`src/itemset_support_counter_defines.svh`:
```
// Assertion helpers for the itemset support counter.
// Both sample on clk_i and are off while rst_ni is low.
`ifndef ITEMSET_SUPPORT_COUNTER_DEFINES_SVH
`define ITEMSET_SUPPORT_COUNTER_DEFINES_SVH

// Same-cycle implication.
`define ISC_ASSERT_IMPL(lbl, ante, cons) \
  lbl: assert property (@(posedge clk_i) disable iff (!rst_ni) (ante) |-> (cons)) \
    else $error("isc: same-cycle check failed");

// Next-cycle implication.
`define ISC_ASSERT_NEXT(lbl, ante, cons) \
  lbl: assert property (@(posedge clk_i) disable iff (!rst_ni) (ante) |=> (cons)) \
    else $error("isc: next-cycle check failed");

`endif

```
`src/isc_pkg.sv`:
```
package isc_pkg;

  // fixed field widths
  localparam int unsigned ID_W     = 16;
  localparam int unsigned CNT_W    = 24;
  localparam int unsigned PAT_W    = 3;
  localparam int unsigned SLOT_W   = 3;
  localparam int unsigned LEN_IN_W = 4;
  localparam int unsigned PIU_W    = 4;

  // at most this many patterns are matched and reported
  localparam int unsigned REPORT_LIMIT = 8;

  localparam int unsigned S_TDATA_W = 32;
  localparam int unsigned S_TUSER_W = 3;
  localparam int unsigned M_TDATA_W = 56;
  localparam int unsigned APB_AW    = 3;
  localparam int unsigned APB_DW    = 32;

  localparam logic [PIU_W-1:0] PIU_RESET = 4'd1;

  // register index, taken from paddr[2]
  localparam logic REG_PATTERNS_IN_USE = 1'b0;

  typedef enum logic [1:0] {
    OP_LOAD   = 2'd0,
    OP_ITEM   = 2'd1,
    OP_REPORT = 2'd2,
    OP_CLEAR  = 2'd3
  } op_e;

endpackage

```
`src/isc_pattern_mem.sv`:
```
module isc_pattern_mem import isc_pkg::*; #(
  parameter int unsigned ROWS = 8,
  parameter int unsigned COLS = 8,
  localparam int unsigned RW = (ROWS > 1) ? $clog2(ROWS) : 1,
  localparam int unsigned CW = (COLS > 1) ? $clog2(COLS) : 1
) (
  input  logic                       clk_i,
  input  logic                       wr_en_i,
  input  logic [RW-1:0]              wr_row_i,
  input  logic [CW-1:0]              wr_col_i,
  input  logic [ID_W-1:0]            wr_data_i,
  input  logic                       rd_en_i,
  input  logic [RW-1:0]              rd_row_i,
  output logic [COLS-1:0][ID_W-1:0]  rd_data_o
);

  logic [ID_W-1:0]           mem_q [ROWS][COLS];
  logic [COLS-1:0][ID_W-1:0] rd_data_q;

  // single-id write
  always_ff @(posedge clk_i) begin
    if (wr_en_i) begin
      mem_q[wr_row_i][wr_col_i] <= wr_data_i;
    end
  end

  // whole-row registered read
  always_ff @(posedge clk_i) begin
    if (rd_en_i) begin
      for (int unsigned c = 0; c < COLS; c++) begin
        rd_data_q[c] <= mem_q[rd_row_i][c];
      end
    end
  end

  assign rd_data_o = rd_data_q;

endmodule

```
`src/isc_match_unit.sv`:
```
module isc_match_unit import isc_pkg::*; #(
  parameter int unsigned COLS  = 8,
  parameter int unsigned LEN_W = 4
) (
  input  logic [COLS-1:0][ID_W-1:0] row_i,
  input  logic [ID_W-1:0]           id_i,
  input  logic [COLS-1:0]           seen_i,
  input  logic [LEN_W-1:0]          len_i,
  output logic [COLS-1:0]           seen_o,
  output logic                      full_o
);

  logic [COLS-1:0] mask;
  logic [COLS-1:0] hit;

  // one compare per slot; slots past the length never match
  always_comb begin
    for (int unsigned c = 0; c < COLS; c++) begin
      mask[c] = (32'(c) < 32'(len_i));
      hit[c]  = mask[c] && (row_i[c] == id_i);
    end
    seen_o = seen_i | hit;
    full_o = ((seen_o & mask) == mask);
  end

endmodule

```
`src/itemset_support_counter.sv`:
```
// Itemset support counter. Patterns of item ids are loaded one id per load
// transaction (tuser op = load), then transaction items stream in; a pattern
// is supported by a transaction when one of its itemsets holds every id of
// the pattern. Up to min(PATTERNS, 8) patterns are kept, and patterns_in_use
// (APB register 0) picks how many are matched and reported. Load and clear
// transactions are handled in the idle state. For a transaction item one
// shared match unit checks one pattern row per cycle for each pattern in use,
// fed by the single read port of the pattern memory, and a closing state
// updates the totals. A report emits one result per cycle while the output
// side takes them; the block takes the next input while the final result
// still waits in the output register. The pattern memory needs no clearing
// pass after reset, but a pattern slot that was never loaded reads as an
// unknown id.
module itemset_support_counter import isc_pkg::*; #(
  parameter int unsigned PATTERNS        = 8,
  parameter int unsigned MAX_PATTERN_LEN = 8
) (
  input  logic                  clk_i,
  input  logic                  rst_ni,
  // input stream
  input  logic                  s_axis_tvalid_i,
  output logic                  s_axis_tready_o,
  // [2:0] pattern_index, [5:3] slot, [9:6] pattern_length,
  // [25:10] item_id, [31:26] zero
  input  logic [S_TDATA_W-1:0]  s_axis_tdata_i,
  // [1:0] op, [2] end_of_itemset
  input  logic [S_TUSER_W-1:0]  s_axis_tuser_i,
  // end_of_transaction
  input  logic                  s_axis_tlast_i,
  // result stream
  output logic                  m_axis_tvalid_o,
  input  logic                  m_axis_tready_i,
  // [2:0] result_pattern, [26:3] support_count, [50:27] transaction_total,
  // [55:51] zero
  output logic [M_TDATA_W-1:0]  m_axis_tdata_o,
  // last result of a report
  output logic                  m_axis_tlast_o,
  // APB register port
  input  logic                  psel,
  input  logic                  penable,
  input  logic                  pwrite,
  input  logic [APB_AW-1:0]     paddr,
  input  logic [APB_DW-1:0]     pwdata,
  output logic [APB_DW-1:0]     prdata,
  output logic                  pready
);

`include "itemset_support_counter_defines.svh"

  // only eight patterns can be addressed or reported
  localparam int unsigned ROWS  = (PATTERNS < REPORT_LIMIT) ? PATTERNS : REPORT_LIMIT;
  localparam int unsigned COLS  = MAX_PATTERN_LEN;
  localparam int unsigned RW    = (ROWS > 1) ? $clog2(ROWS) : 1;
  localparam int unsigned CW    = (COLS > 1) ? $clog2(COLS) : 1;
  localparam int unsigned NW    = $clog2(ROWS + 1);
  localparam int unsigned LEN_W = $clog2(COLS + 1);

  typedef enum logic [1:0] {
    ST_IDLE,
    ST_SCAN,
    ST_CLOSE,
    ST_REPORT
  } state_e;

  function automatic logic [CNT_W-1:0] sat_inc(input logic [CNT_W-1:0] v);
    return (v == '1) ? v : v + 1'b1;
  endfunction

  state_e              state_q;
  logic [RW-1:0]       idx_q;
  logic [NW-1:0]       n_q;
  logic                cmp_vld_q;
  logic [RW-1:0]       cmp_idx_q;
  logic [PIU_W-1:0]    piu_q;
  logic [LEN_W-1:0]    len_q  [ROWS];
  logic [COLS-1:0]     seen_q [ROWS];
  logic [ROWS-1:0]     hit_q;
  logic [CNT_W-1:0]    cnt_q  [ROWS];
  logic [CNT_W-1:0]    total_q;
  logic [ID_W-1:0]     id_q;
  logic                eoi_q;
  logic                eot_q;
  logic                m_valid_q;
  logic [PAT_W-1:0]    out_pat_q;
  logic [CNT_W-1:0]    out_cnt_q;
  logic [CNT_W-1:0]    out_total_q;
  logic                out_last_q;

  // input field unpacking
  op_e                 s_op;
  logic                s_eoi;
  logic [PAT_W-1:0]    s_pidx;
  logic [SLOT_W-1:0]   s_slot;
  logic [LEN_IN_W-1:0] s_len;
  logic [ID_W-1:0]     s_id;
  logic                s_fire;

  assign s_op   = op_e'(s_axis_tuser_i[1:0]);
  assign s_eoi  = s_axis_tuser_i[2];
  assign s_pidx = s_axis_tdata_i[2:0];
  assign s_slot = s_axis_tdata_i[5:3];
  assign s_len  = s_axis_tdata_i[9:6];
  assign s_id   = s_axis_tdata_i[25:10];

  assign s_axis_tready_o = (state_q == ST_IDLE);
  assign s_fire          = s_axis_tvalid_i && s_axis_tready_o;

  // register port
  logic cfg_we;
  assign pready = 1'b1;
  assign cfg_we = psel && penable && pwrite && pready;
  assign prdata = (paddr[2] == REG_PATTERNS_IN_USE) ? APB_DW'(piu_q) : '0;

  // effective pattern count: min(register, ROWS)
  logic [NW-1:0] n_act;
  always_comb begin
    if (32'(piu_q) > ROWS) begin
      n_act = NW'(ROWS);
    end else begin
      n_act = NW'(piu_q);
    end
  end

  // load decode
  logic             load_ok;
  logic [LEN_W-1:0] len_sat;
  logic [7:0]       slot_ext;
  logic             mem_we;

  assign load_ok  = (32'(s_pidx) < ROWS) && (32'(s_slot) < COLS);
  assign len_sat  = (32'(s_len) > COLS) ? LEN_W'(COLS) : LEN_W'(s_len);
  assign slot_ext = {5'b0, s_slot};
  assign mem_we   = s_fire && (s_op == OP_LOAD) && load_ok;

  logic [COLS-1:0][ID_W-1:0] row_data;

  isc_pattern_mem #(
    .ROWS (ROWS),
    .COLS (COLS)
  ) u_mem (
    .clk_i     (clk_i),
    .wr_en_i   (mem_we),
    .wr_row_i  (s_pidx[RW-1:0]),
    .wr_col_i  (slot_ext[CW-1:0]),
    .wr_data_i (s_id),
    .rd_en_i   (state_q == ST_SCAN),
    .rd_row_i  (idx_q),
    .rd_data_o (row_data)
  );

  // one read index into the per-pattern state: report walk or match stage
  logic [RW-1:0]    sel_idx;
  logic [CNT_W-1:0] cnt_sel;
  logic             hit_sel;
  logic [COLS-1:0]  seen_new;
  logic             full;
  logic             closing;
  logic             idx_last;

  assign sel_idx  = (state_q == ST_REPORT) ? idx_q : cmp_idx_q;
  assign cnt_sel  = cnt_q[sel_idx];
  assign hit_sel  = hit_q[sel_idx];
  assign closing  = eoi_q || eot_q;
  assign idx_last = ((32'(idx_q) + 32'd1) == 32'(n_q));

  isc_match_unit #(
    .COLS  (COLS),
    .LEN_W (LEN_W)
  ) u_match (
    .row_i  (row_data),
    .id_i   (id_q),
    .seen_i (seen_q[sel_idx]),
    .len_i  (len_q[sel_idx]),
    .seen_o (seen_new),
    .full_o (full)
  );

  always_ff @(posedge clk_i or negedge rst_ni) begin
    if (!rst_ni) begin
      state_q     <= ST_IDLE;
      idx_q       <= '0;
      n_q         <= '0;
      cmp_vld_q   <= 1'b0;
      cmp_idx_q   <= '0;
      piu_q       <= PIU_RESET;
      len_q       <= '{default: '0};
      seen_q      <= '{default: '0};
      hit_q       <= '0;
      cnt_q       <= '{default: '0};
      total_q     <= '0;
      id_q        <= '0;
      eoi_q       <= 1'b0;
      eot_q       <= 1'b0;
      m_valid_q   <= 1'b0;
      out_pat_q   <= '0;
      out_cnt_q   <= '0;
      out_total_q <= '0;
      out_last_q  <= 1'b0;
    end else begin
      if (cfg_we && (paddr[2] == REG_PATTERNS_IN_USE)) begin
        piu_q <= pwdata[PIU_W-1:0];
      end

      // match stage runs in the cycle after the row read
      cmp_vld_q <= (state_q == ST_SCAN);
      if (state_q == ST_SCAN) begin
        cmp_idx_q <= idx_q;
      end

      // the report walk refills the output register itself
      if (m_valid_q && m_axis_tready_i && (state_q != ST_REPORT)) begin
        m_valid_q <= 1'b0;
      end

      if (cmp_vld_q) begin
        // on the closing cycle the whole-table clears below replace these
        if (!((state_q == ST_CLOSE) && closing)) begin
          seen_q[cmp_idx_q] <= seen_new;
        end
        if (closing && full && !((state_q == ST_CLOSE) && eot_q)) begin
          hit_q[cmp_idx_q] <= 1'b1;
        end
        if (eot_q && (hit_sel || full)) begin
          cnt_q[cmp_idx_q] <= sat_inc(cnt_sel);
        end
      end

      unique case (state_q)
        ST_IDLE: begin
          if (s_fire) begin
            unique case (s_op)
              OP_LOAD: begin
                if (load_ok) begin
                  len_q[s_pidx[RW-1:0]] <= len_sat;
                end
              end
              OP_ITEM: begin
                id_q  <= s_id;
                eoi_q <= s_eoi;
                eot_q <= s_axis_tlast_i;
                n_q   <= n_act;
                idx_q <= '0;
                state_q <= (n_act == '0) ? ST_CLOSE : ST_SCAN;
              end
              OP_REPORT: begin
                n_q   <= n_act;
                idx_q <= '0;
                if (n_act != '0) begin
                  state_q <= ST_REPORT;
                end
              end
              OP_CLEAR: begin
                cnt_q   <= '{default: '0};
                total_q <= '0;
              end
              default: ;
            endcase
          end
        end
        ST_SCAN: begin
          if (idx_last) begin
            state_q <= ST_CLOSE;
          end else begin
            idx_q <= idx_q + 1'b1;
          end
        end
        ST_CLOSE: begin
          // last match result lands this cycle; it is folded into the clears
          if (closing) begin
            seen_q <= '{default: '0};
          end
          if (eot_q) begin
            hit_q   <= '0;
            total_q <= sat_inc(total_q);
          end
          state_q <= ST_IDLE;
        end
        ST_REPORT: begin
          if (!m_valid_q || m_axis_tready_i) begin
            m_valid_q   <= 1'b1;
            out_pat_q   <= PAT_W'(idx_q);
            out_cnt_q   <= cnt_sel;
            out_total_q <= total_q;
            out_last_q  <= idx_last;
            if (idx_last) begin
              state_q <= ST_IDLE;
            end else begin
              idx_q <= idx_q + 1'b1;
            end
          end
        end
        default: state_q <= ST_IDLE;
      endcase
    end
  end

  assign m_axis_tvalid_o = m_valid_q;
  assign m_axis_tdata_o  = {5'b0, out_total_q, out_cnt_q, out_pat_q};
  assign m_axis_tlast_o  = out_last_q;

  // match stage only follows a row read
  `ISC_ASSERT_IMPL(a_cmp_in_scan, cmp_vld_q, (state_q == ST_SCAN) || (state_q == ST_CLOSE))
  // scan never walks past the latched pattern count
  `ISC_ASSERT_IMPL(a_scan_range, state_q == ST_SCAN, 32'(idx_q) < 32'(n_q))
  // no pattern can be supported more often than transactions were seen
  `ISC_ASSERT_IMPL(a_count_le_total, state_q == ST_REPORT, cnt_sel <= total_q)
  // transaction end leaves no stale hit
  `ISC_ASSERT_NEXT(a_hit_cleared, (state_q == ST_CLOSE) && eot_q, hit_q == '0)

endmodule
```
`config.mk`:
```
export PLATFORM = sky130hd
export DESIGN_NAME = itemset_support_counter
export DESIGN_NICKNAME = d
export VERILOG_FILES = /design/src/isc_pkg.sv /design/src/isc_pattern_mem.sv /design/src/isc_match_unit.sv /design/src/itemset_support_counter.sv
export VERILOG_INCLUDE_DIRS = /design/src /design/src/src
export SDC_FILE = /design/constraint.sdc
export NUM_CORES = 2
export LEC_CHECK = 0
export ABC_AREA = 1
export BUFFER_PORTS_ARGS = -buffer_cell sky130_fd_sc_hd__buf_2
export CORE_UTILIZATION = 60
export DETAILED_ROUTE_END_ITERATION = 7
export PLACE_DENSITY = 0.88
export SLEW_MARGIN = 10
export SYNTH_ARGS = -nofsm -noshare
export SYNTH_HDL_FRONTEND = slang
export SYNTH_SLANG_ARGS = --single-unit
```
`constraint.sdc`:
```
create_clock -name clk_i -period 7.73 [get_ports clk_i]
set_input_delay 1.546 -clock clk_i [delete_from_list [all_inputs] [get_ports clk_i]]
set_output_delay 1.546 -clock clk_i [all_outputs]
set_load 0.01 [all_outputs]
```
# Word-level counts from Yosys, hierarchy flattened
# Memory sizes are Yosys's and may differ from the RTL's. A register that Yosys moved wholly into a read port is not among the register bits.
# Cells that the tools add are included.
# classes
bitwise_logic	8
eq_ne	29
n_reduce_logical	43
addsub	4
muxes	65
order_cmp	20
# ops
cell	n
$mux W192	5
$mux W64	4
$bwmux W192	1
$mux W24	8
$eq A16 B16 Y1	8
$mux W128	1
$bmux W24 S3	1
$demux W24 S3	1
$bwmux W64	1
$mux W8	7
$add A24 B1 Y24 const B	2
$demux W16 S3	1
$eq A24 B24 Y1 const B	2
$pmux W24 S2	1
$bwmux W32	1
$bmux W8 S3	1
$demux W8 S3	1
$logic_and A1 B1 Y1	24
$mux W4	6
$ge A4 B4 Y1 const B	4
$lt A3 B4 Y1 const A	4
$mux W16	1
$not A3 Y4	4
$or A8 B8 Y8	2
41 further kinds	78
# word_totals
elab_cells	210
register_bits	408
ram_bits	1024
output_inout_bits	92
n_memories	1
input_bits	78
# memory_table
memory	depth	word_bits	rd	rd_clocked_by_memory_dff	write_ports	line	text
u_mem.mem_q	8	128	1	1	1	isc_pattern_mem.sv:17	logic [ID_W-1:0] mem_q [ROWS][COLS];

# Longest topological paths before layout
# logic_depth
depth_word	18
mapped_depth	25
depth_no_buf	20

# Cells and area by module
# From an unflattened synthesis, not the netlist that was laid out.
# hier_totals
hier_cells	8015
area_unflattened_um2	72972.5
# by_module_without_submodules
mod	area_each_um2	cells_per_inst	seq_area_each_um2	n_inst
isc_pattern_mem	48657.9	4647	34593.2	1
itemset_support_counter	21644.5	2740	10211.0	1
isc_match_unit	2670.1	628	0.0	1

# Worst setup path after synthesis
# No wires, ideal clock.
# synth_path
path_type	register to register
from	register state_q[0]
to	register cmp_vld_q
t_required_ps	7020
setup_time_ps	710
path_stages_with_launch	4
slack_ps	954
t_arrival_ps	6066
path_buffers	1
period_less_slack_ps	6776
path_cell_list	dfrtp_1 > buf_6 > inv_1 > nor2_1
# synth_between
elab_chain_cells	1
# synth_lines
item	line	text
start: declaration	itemset_support_counter.sv:69	state_e state_q;
start signal: assignment	itemset_support_counter.sv:243	state_q <= (n_act == '0) ? ST_CLOSE : ST_SCAN;
$eq A2 B1 Y1	--	
via u_mem.rd_en_i	isc_pattern_mem.sv:12	input logic rd_en_i,
end signal: assignment	itemset_support_counter.sv:205	cmp_vld_q <= (state_q == ST_SCAN);
end: declaration	itemset_support_counter.sv:72	logic cmp_vld_q;
# The timed path passes the listed nets, and every way through them passes these cells.
# A chain may end at the register's enable or synchronous reset.

# Worst setup path in the final report
# layout_path
from	register idx_q[1]
to	register cnt_q[19] in the netlist's numbering
# layout_between
elab_chain_cells	17
word_cells_on_any_way	43
cone_classes	add/sub (1); order compare (8); eq/ne (2); mux (19); bitwise (3); reduce/logical (10)
# layout_lines
item	line	text
start: declaration	itemset_support_counter.sv:70	logic [RW-1:0] idx_q;
start signal: assignment	itemset_support_counter.sv:264	idx_q <= idx_q + 1'b1;
start signal: assignment	itemset_support_counter.sv:288	idx_q <= idx_q + 1'b1;
$mux W3 *	itemset_support_counter.sv:160	assign sel_idx = (state_q == ST_REPORT) ? idx_q : cmp_idx_q;
$not A3 Y4 (not written as such)	itemset_support_counter.sv:161, itemset_support_counter.sv:172, itemset_support_counter.sv:173	
$bmux W4 S3	itemset_support_counter.sv:173	.len_i (len_q[sel_idx]),
$mux W4 (not written as such) (2 in series)	itemset_support_counter.sv:173	
$lt A1 B4 Y1 (tied with other cells)	isc_match_unit.sv:19	mask[c] = (32'(c) < 32'(len_i));
$logic_and A1 B1 Y1	isc_match_unit.sv:20	hit[c] = mask[c] && (row_i[c] == id_i);
$or A8 B8 Y8	isc_match_unit.sv:22	seen_o = seen_i | hit;
$and A8 B8 Y8	isc_match_unit.sv:23	full_o = ((seen_o & mask) == mask);
$eq A8 B8 Y1	isc_match_unit.sv:23	
$logic_or A1 B1 Y1	itemset_support_counter.sv:223	if (eot_q && (hit_sel || full)) begin
$logic_and A1 B1 Y1	itemset_support_counter.sv:223	
$mux W192 *	itemset_support_counter.sv:223	
$mux W192 *	itemset_support_counter.sv:215	if (cmp_vld_q) begin
$mux W192	itemset_support_counter.sv:231	unique case (s_op)
$mux W192	itemset_support_counter.sv:230	if (s_fire) begin
$mux W192 *	itemset_support_counter.sv:228	unique case (state_q)
end signal: indexed assignment	itemset_support_counter.sv:224	cnt_q[cmp_idx_q] <= sat_inc(cnt_sel);
end: declaration	itemset_support_counter.sv:78	logic [CNT_W-1:0] cnt_q [ROWS];
# Every way passes the cells marked *; elsewhere a longest branch is shown, timed or not. The select of a mux whose other input is x is not followed.

==> metrics.md <==
| Metric | Value |
|---|---|
| Outcome | finished, violations left |
| Failing checks | DRC |
| FF/Latch Area | 44800 um2 |
| Fin nets | 7168 |
| Most common cell after layout, fill and taps aside | nor2_1 |
| EDFF count, synth | 1152 |
| Drt drc | 1 |
| Crit Path Class | register to register |
| Vias in the first global route | 54500 |
| Setup Fix Bufs, Post-CTS | 0 |
| Final min period | 6.03 ns |
| Clk sink count | 1560 |
| Combinational fraction of design power | 36.0% |
| Initial antenna violation count | 7 |
| Clk pwr share | 25.9% |
| Final core utilization | 66.7% |
| Worst-Skew Late Latency | 0.81 ns |
| ANT nets after route | 0 |
| Post-DP HPWL | 105000 um |
| Net Sw Frac | 40.3% |
| Core area | 115000 um2 |
| Leakage Power | 0.0312 uW |
| Largest net degree at the start of global routing | 207 |
| RSZ-0062 raised after global routing | false |
| Max Clk Rate | 166 MHz |
| Total iterations of the first detailed-routing run | 8 |
| Buffers added on ports | 99 |
| Post-CTS Hold Fix Bufs | 0 |
| Root buf cell | clkbuf_16 |
| PostCTS Resize Cnt | 0 |
| H-tree Lvls | 4 |
| GRT busiest layer | met2 |
| Cells after synthesis | 7116 |
| GPL Wtd Cong | 0.958 |
| Final period utilization | 78.0% |
| DR WL/cell | 23.1 um |
| Worst-path clk slew | 0.06 ns |
| Total wire length | 201000 um |
| Final Max Tran Viols | 0 |
| Post-synthesis cell area | 70000 um2 |
| Max_slew headroom | 18.7% |
| Setup crit end kind | register |
| YS warnings | 0 |
| CTS tree | yes |
| Worst VDD drop | 0.371 mV |
| Syn-to-layout area delta | 9.47% |
| Full die area | 118000 um2 |
| # rows | 124 |
| Critical Path Fanout Max | 147 |
| Most frequent cells in the layout | nor2_1, nand2_1, edfxtp_1, o21ai_0, nand3_1 |
| Synth cell types | 50 |
| Sequential share of power | 38.0% |
| Met2 Use GR | 52.7% |
| Vias per Instance | 6.40 |
| Arrival time at the worst endpoint | 6.71 ns |
| Synth async-reset ratio | 26.2% |
| Fraction of layout cells with a size suffix above 1 | 8.76% |
| Die Wd | 344 um |
| Total GRT Usage | 33.6% |
| Die Y | 344 um |
| Mean Syn Cell Area | 9.84 um2 |
| GRT met1 Usage | 41.0% |
| Hold Vio Cnt, Final | 0 |
| Total CTS buffers | 153 |
| Worst-Margin Slew | 1.22 ns |
| I/O pin cnt | 170 |
| Max clock buf depth | 3 |
| Primary FF master, synth | edfxtp_1 |
| Max-Cap Viols | 0 |
| PwrDens | 384 nW/um2 |
| Startpoint types | register |
| GR Util met3 | 8.71% |
| Initial Util | 60.9% |
| Filler instances | 7664 |
| Finish-stage setup viols | 0 |
| P_sw | 11800 uW |
| Grt total ovfl | 0 |
| Seq cells post-synth | 1560 |
| Setup TNS | 0 ns |
| Register area share after synthesis | 64.0% |
| Area of the multi-input gates | 21400 um2 |
| First-pass GRT wire length | 302000 um |
| Worst endpoint required time | 8.41 ns |
| Clk_skew | 0.0539 ns |
| Via count | 55800 |
| Pint | 17600 uW |
| Hold slack | 0.476 ns |
| Worst min path class | register to register |
| DR iter-0 viols | 8874 |
critical path, stage by stage, from the launching register on:
cell and delay [ns]:
dfrtp_4 0.88, inv_8 0.42, o21ai_4 0.93, buf_4 0.48, o21ai_0 0.14, a21oi_1 0.13
o21ai_0 0.13, nand2_1 0.14, nand3_1 0.09, nand2_1 0.07, nor2_1 0.06, nand2_2 0.21
nand2_4 0.32, nand2_8 0.72, buf_4 0.73, nand2_1 0.16, nand2_1 0.10, nor2_1 0.06
layer usage:
| layer | up-vias | routed length (um) |
|---|---|---|
| met3 | 1070 | 27700 |
| met4 | 4 | 14100 |
| met2 | 4654 | 93400 |
| met1 | 26300 | 66200 |
| met5 | - | 23 |
| li1 | 23800 | - |
flip-flops by register name, indices dropped and copies added, names as in the netlist:
register and flops:
eot_q 1, n_q 4, cnt_q 192, state_q 2
hit_q 8, cmp_vld_q 1, piu_q 4, u_mem.mem_q 1024
len_q 32, m_axis_tlast_o 1, out_pat_q 3, idx_q 3
seen_q 64, id_q 16, out_cnt_q 24, m_axis_tvalid_o 1
u_mem.rd_data_o 128, total_q 24, out_total_q 24, eoi_q 1
cmp_idx_q 3
logic make-up (layout without fill, tap and decap cells):
family / after synthesis / count (layout) / synth area share (%)
simple gates: 3299 / 3299 / 19.3
flops: 1560 / 1560 / 64.0
compound gates: 1197 / 1197 / 9.25
buf+inv: 925 / 981 / 5.69
xor+xnor: 96 / 96 / 1.20
mux: 30 / 30 / 0.464
fa+ha+maj: 7 / 7 / 0.125
other cells: 2 / 40 / 0.0107
power groups by stage:
| stage | registers, uW | clock network (uW) | logic [uW] |
|---|---|---|---|
| after global placement | 11200 | 0 | 9520 |
| after CTS | 11100 | 7610 | 10200 |
| after detailed placement | 11300 | 0 | 10000 |
| after global routing | 11300 | 7950 | 11400 |
| after floorplan | 10900 | 0 | 7440 |
| final | 11200 | 7630 | 10600 |
path summary, 6_finish.rpt:
kind	slack (ns)	endpoint	cells past startpoint	start
worst min-delay path	0.48	out_cnt_q[7]	2	out_cnt_q[7]
worst max register to register	1.70	cnt_q[19]	17	idx_q[1]
worst min register to register	0.48	out_cnt_q[7]	2	out_cnt_q[7]
min in group asynchronous	0.73	cnt_q[8]	1	rst_ni
worst max-delay path	1.70	cnt_q[19]	17	idx_q[1]
max in group asynchronous	5.52	idx_q[0]	2	rst_ni
layout make-up:
type	instances	share of cell area, %
flip-flops and latches	1560	58.4
clock buffers	192	5.33
repair buffers	244	2.16
inverters	461	2.30
well taps	1512	2.47
clock inverters	84	1.30
multi-input cells	4663	28.0
diodes	6	0.0196
cells in the mapped netlist, types with 8 or more instances:
library cell,n,share of area [%]
nor2_1,1423,7.6
nand2_1,1192,6.4
edfxtp_1,1152,49
o21ai_0,711,5.1
nand3_1,479,3.4
inv_1,444,2.4
dfrtp_1,407,15
clkbuf_1,284,1.5
a21oi_1,158,1.1
a31oi_1,132,1.2
o22ai_1,132,1.2
or2_2,94,0.84
xnor2_1,69,0.86
buf_4,62,0.66
buf_2,60,0.43
nor3_1,36,0.26
buf_1,31,0.17
nand4_1,30,0.27
buf_6,27,0.43
xor2_1,27,0.34
mux2_2,20,0.32
o211ai_1,18,0.19
nand2_2,14,0.13
o21ai_1,14,0.10
o21a_1,11,0.12
clkinv_1,10,0.054
mux2i_1,10,0.14
nor4_1,10,0.089
nand3_2,9,0.13
o21bai_1,8,0.086
stage by stage:
| step | cell area (um2) | instances | setup slack (ns) | total power (uW) |
|---|---|---|---|---|
| 6_report | 76700 | 8722 | 1.70 | 29400 |
| 5_1_grt | 76700 | 8719 | 1.42 | 30600 |
| 4_1_cts | 76700 | 8716 | 1.88 | 29000 |
| 3_5_place_dp | 71600 | 8440 | 1.96 | 21300 |
| 3_3_place_gp | 71600 | 8440 | 2.05 | 20700 |
| 2_1_floorplan | 70200 | 7148 | 0.954 | 18400 |
(Power assumes the default switching activity.)
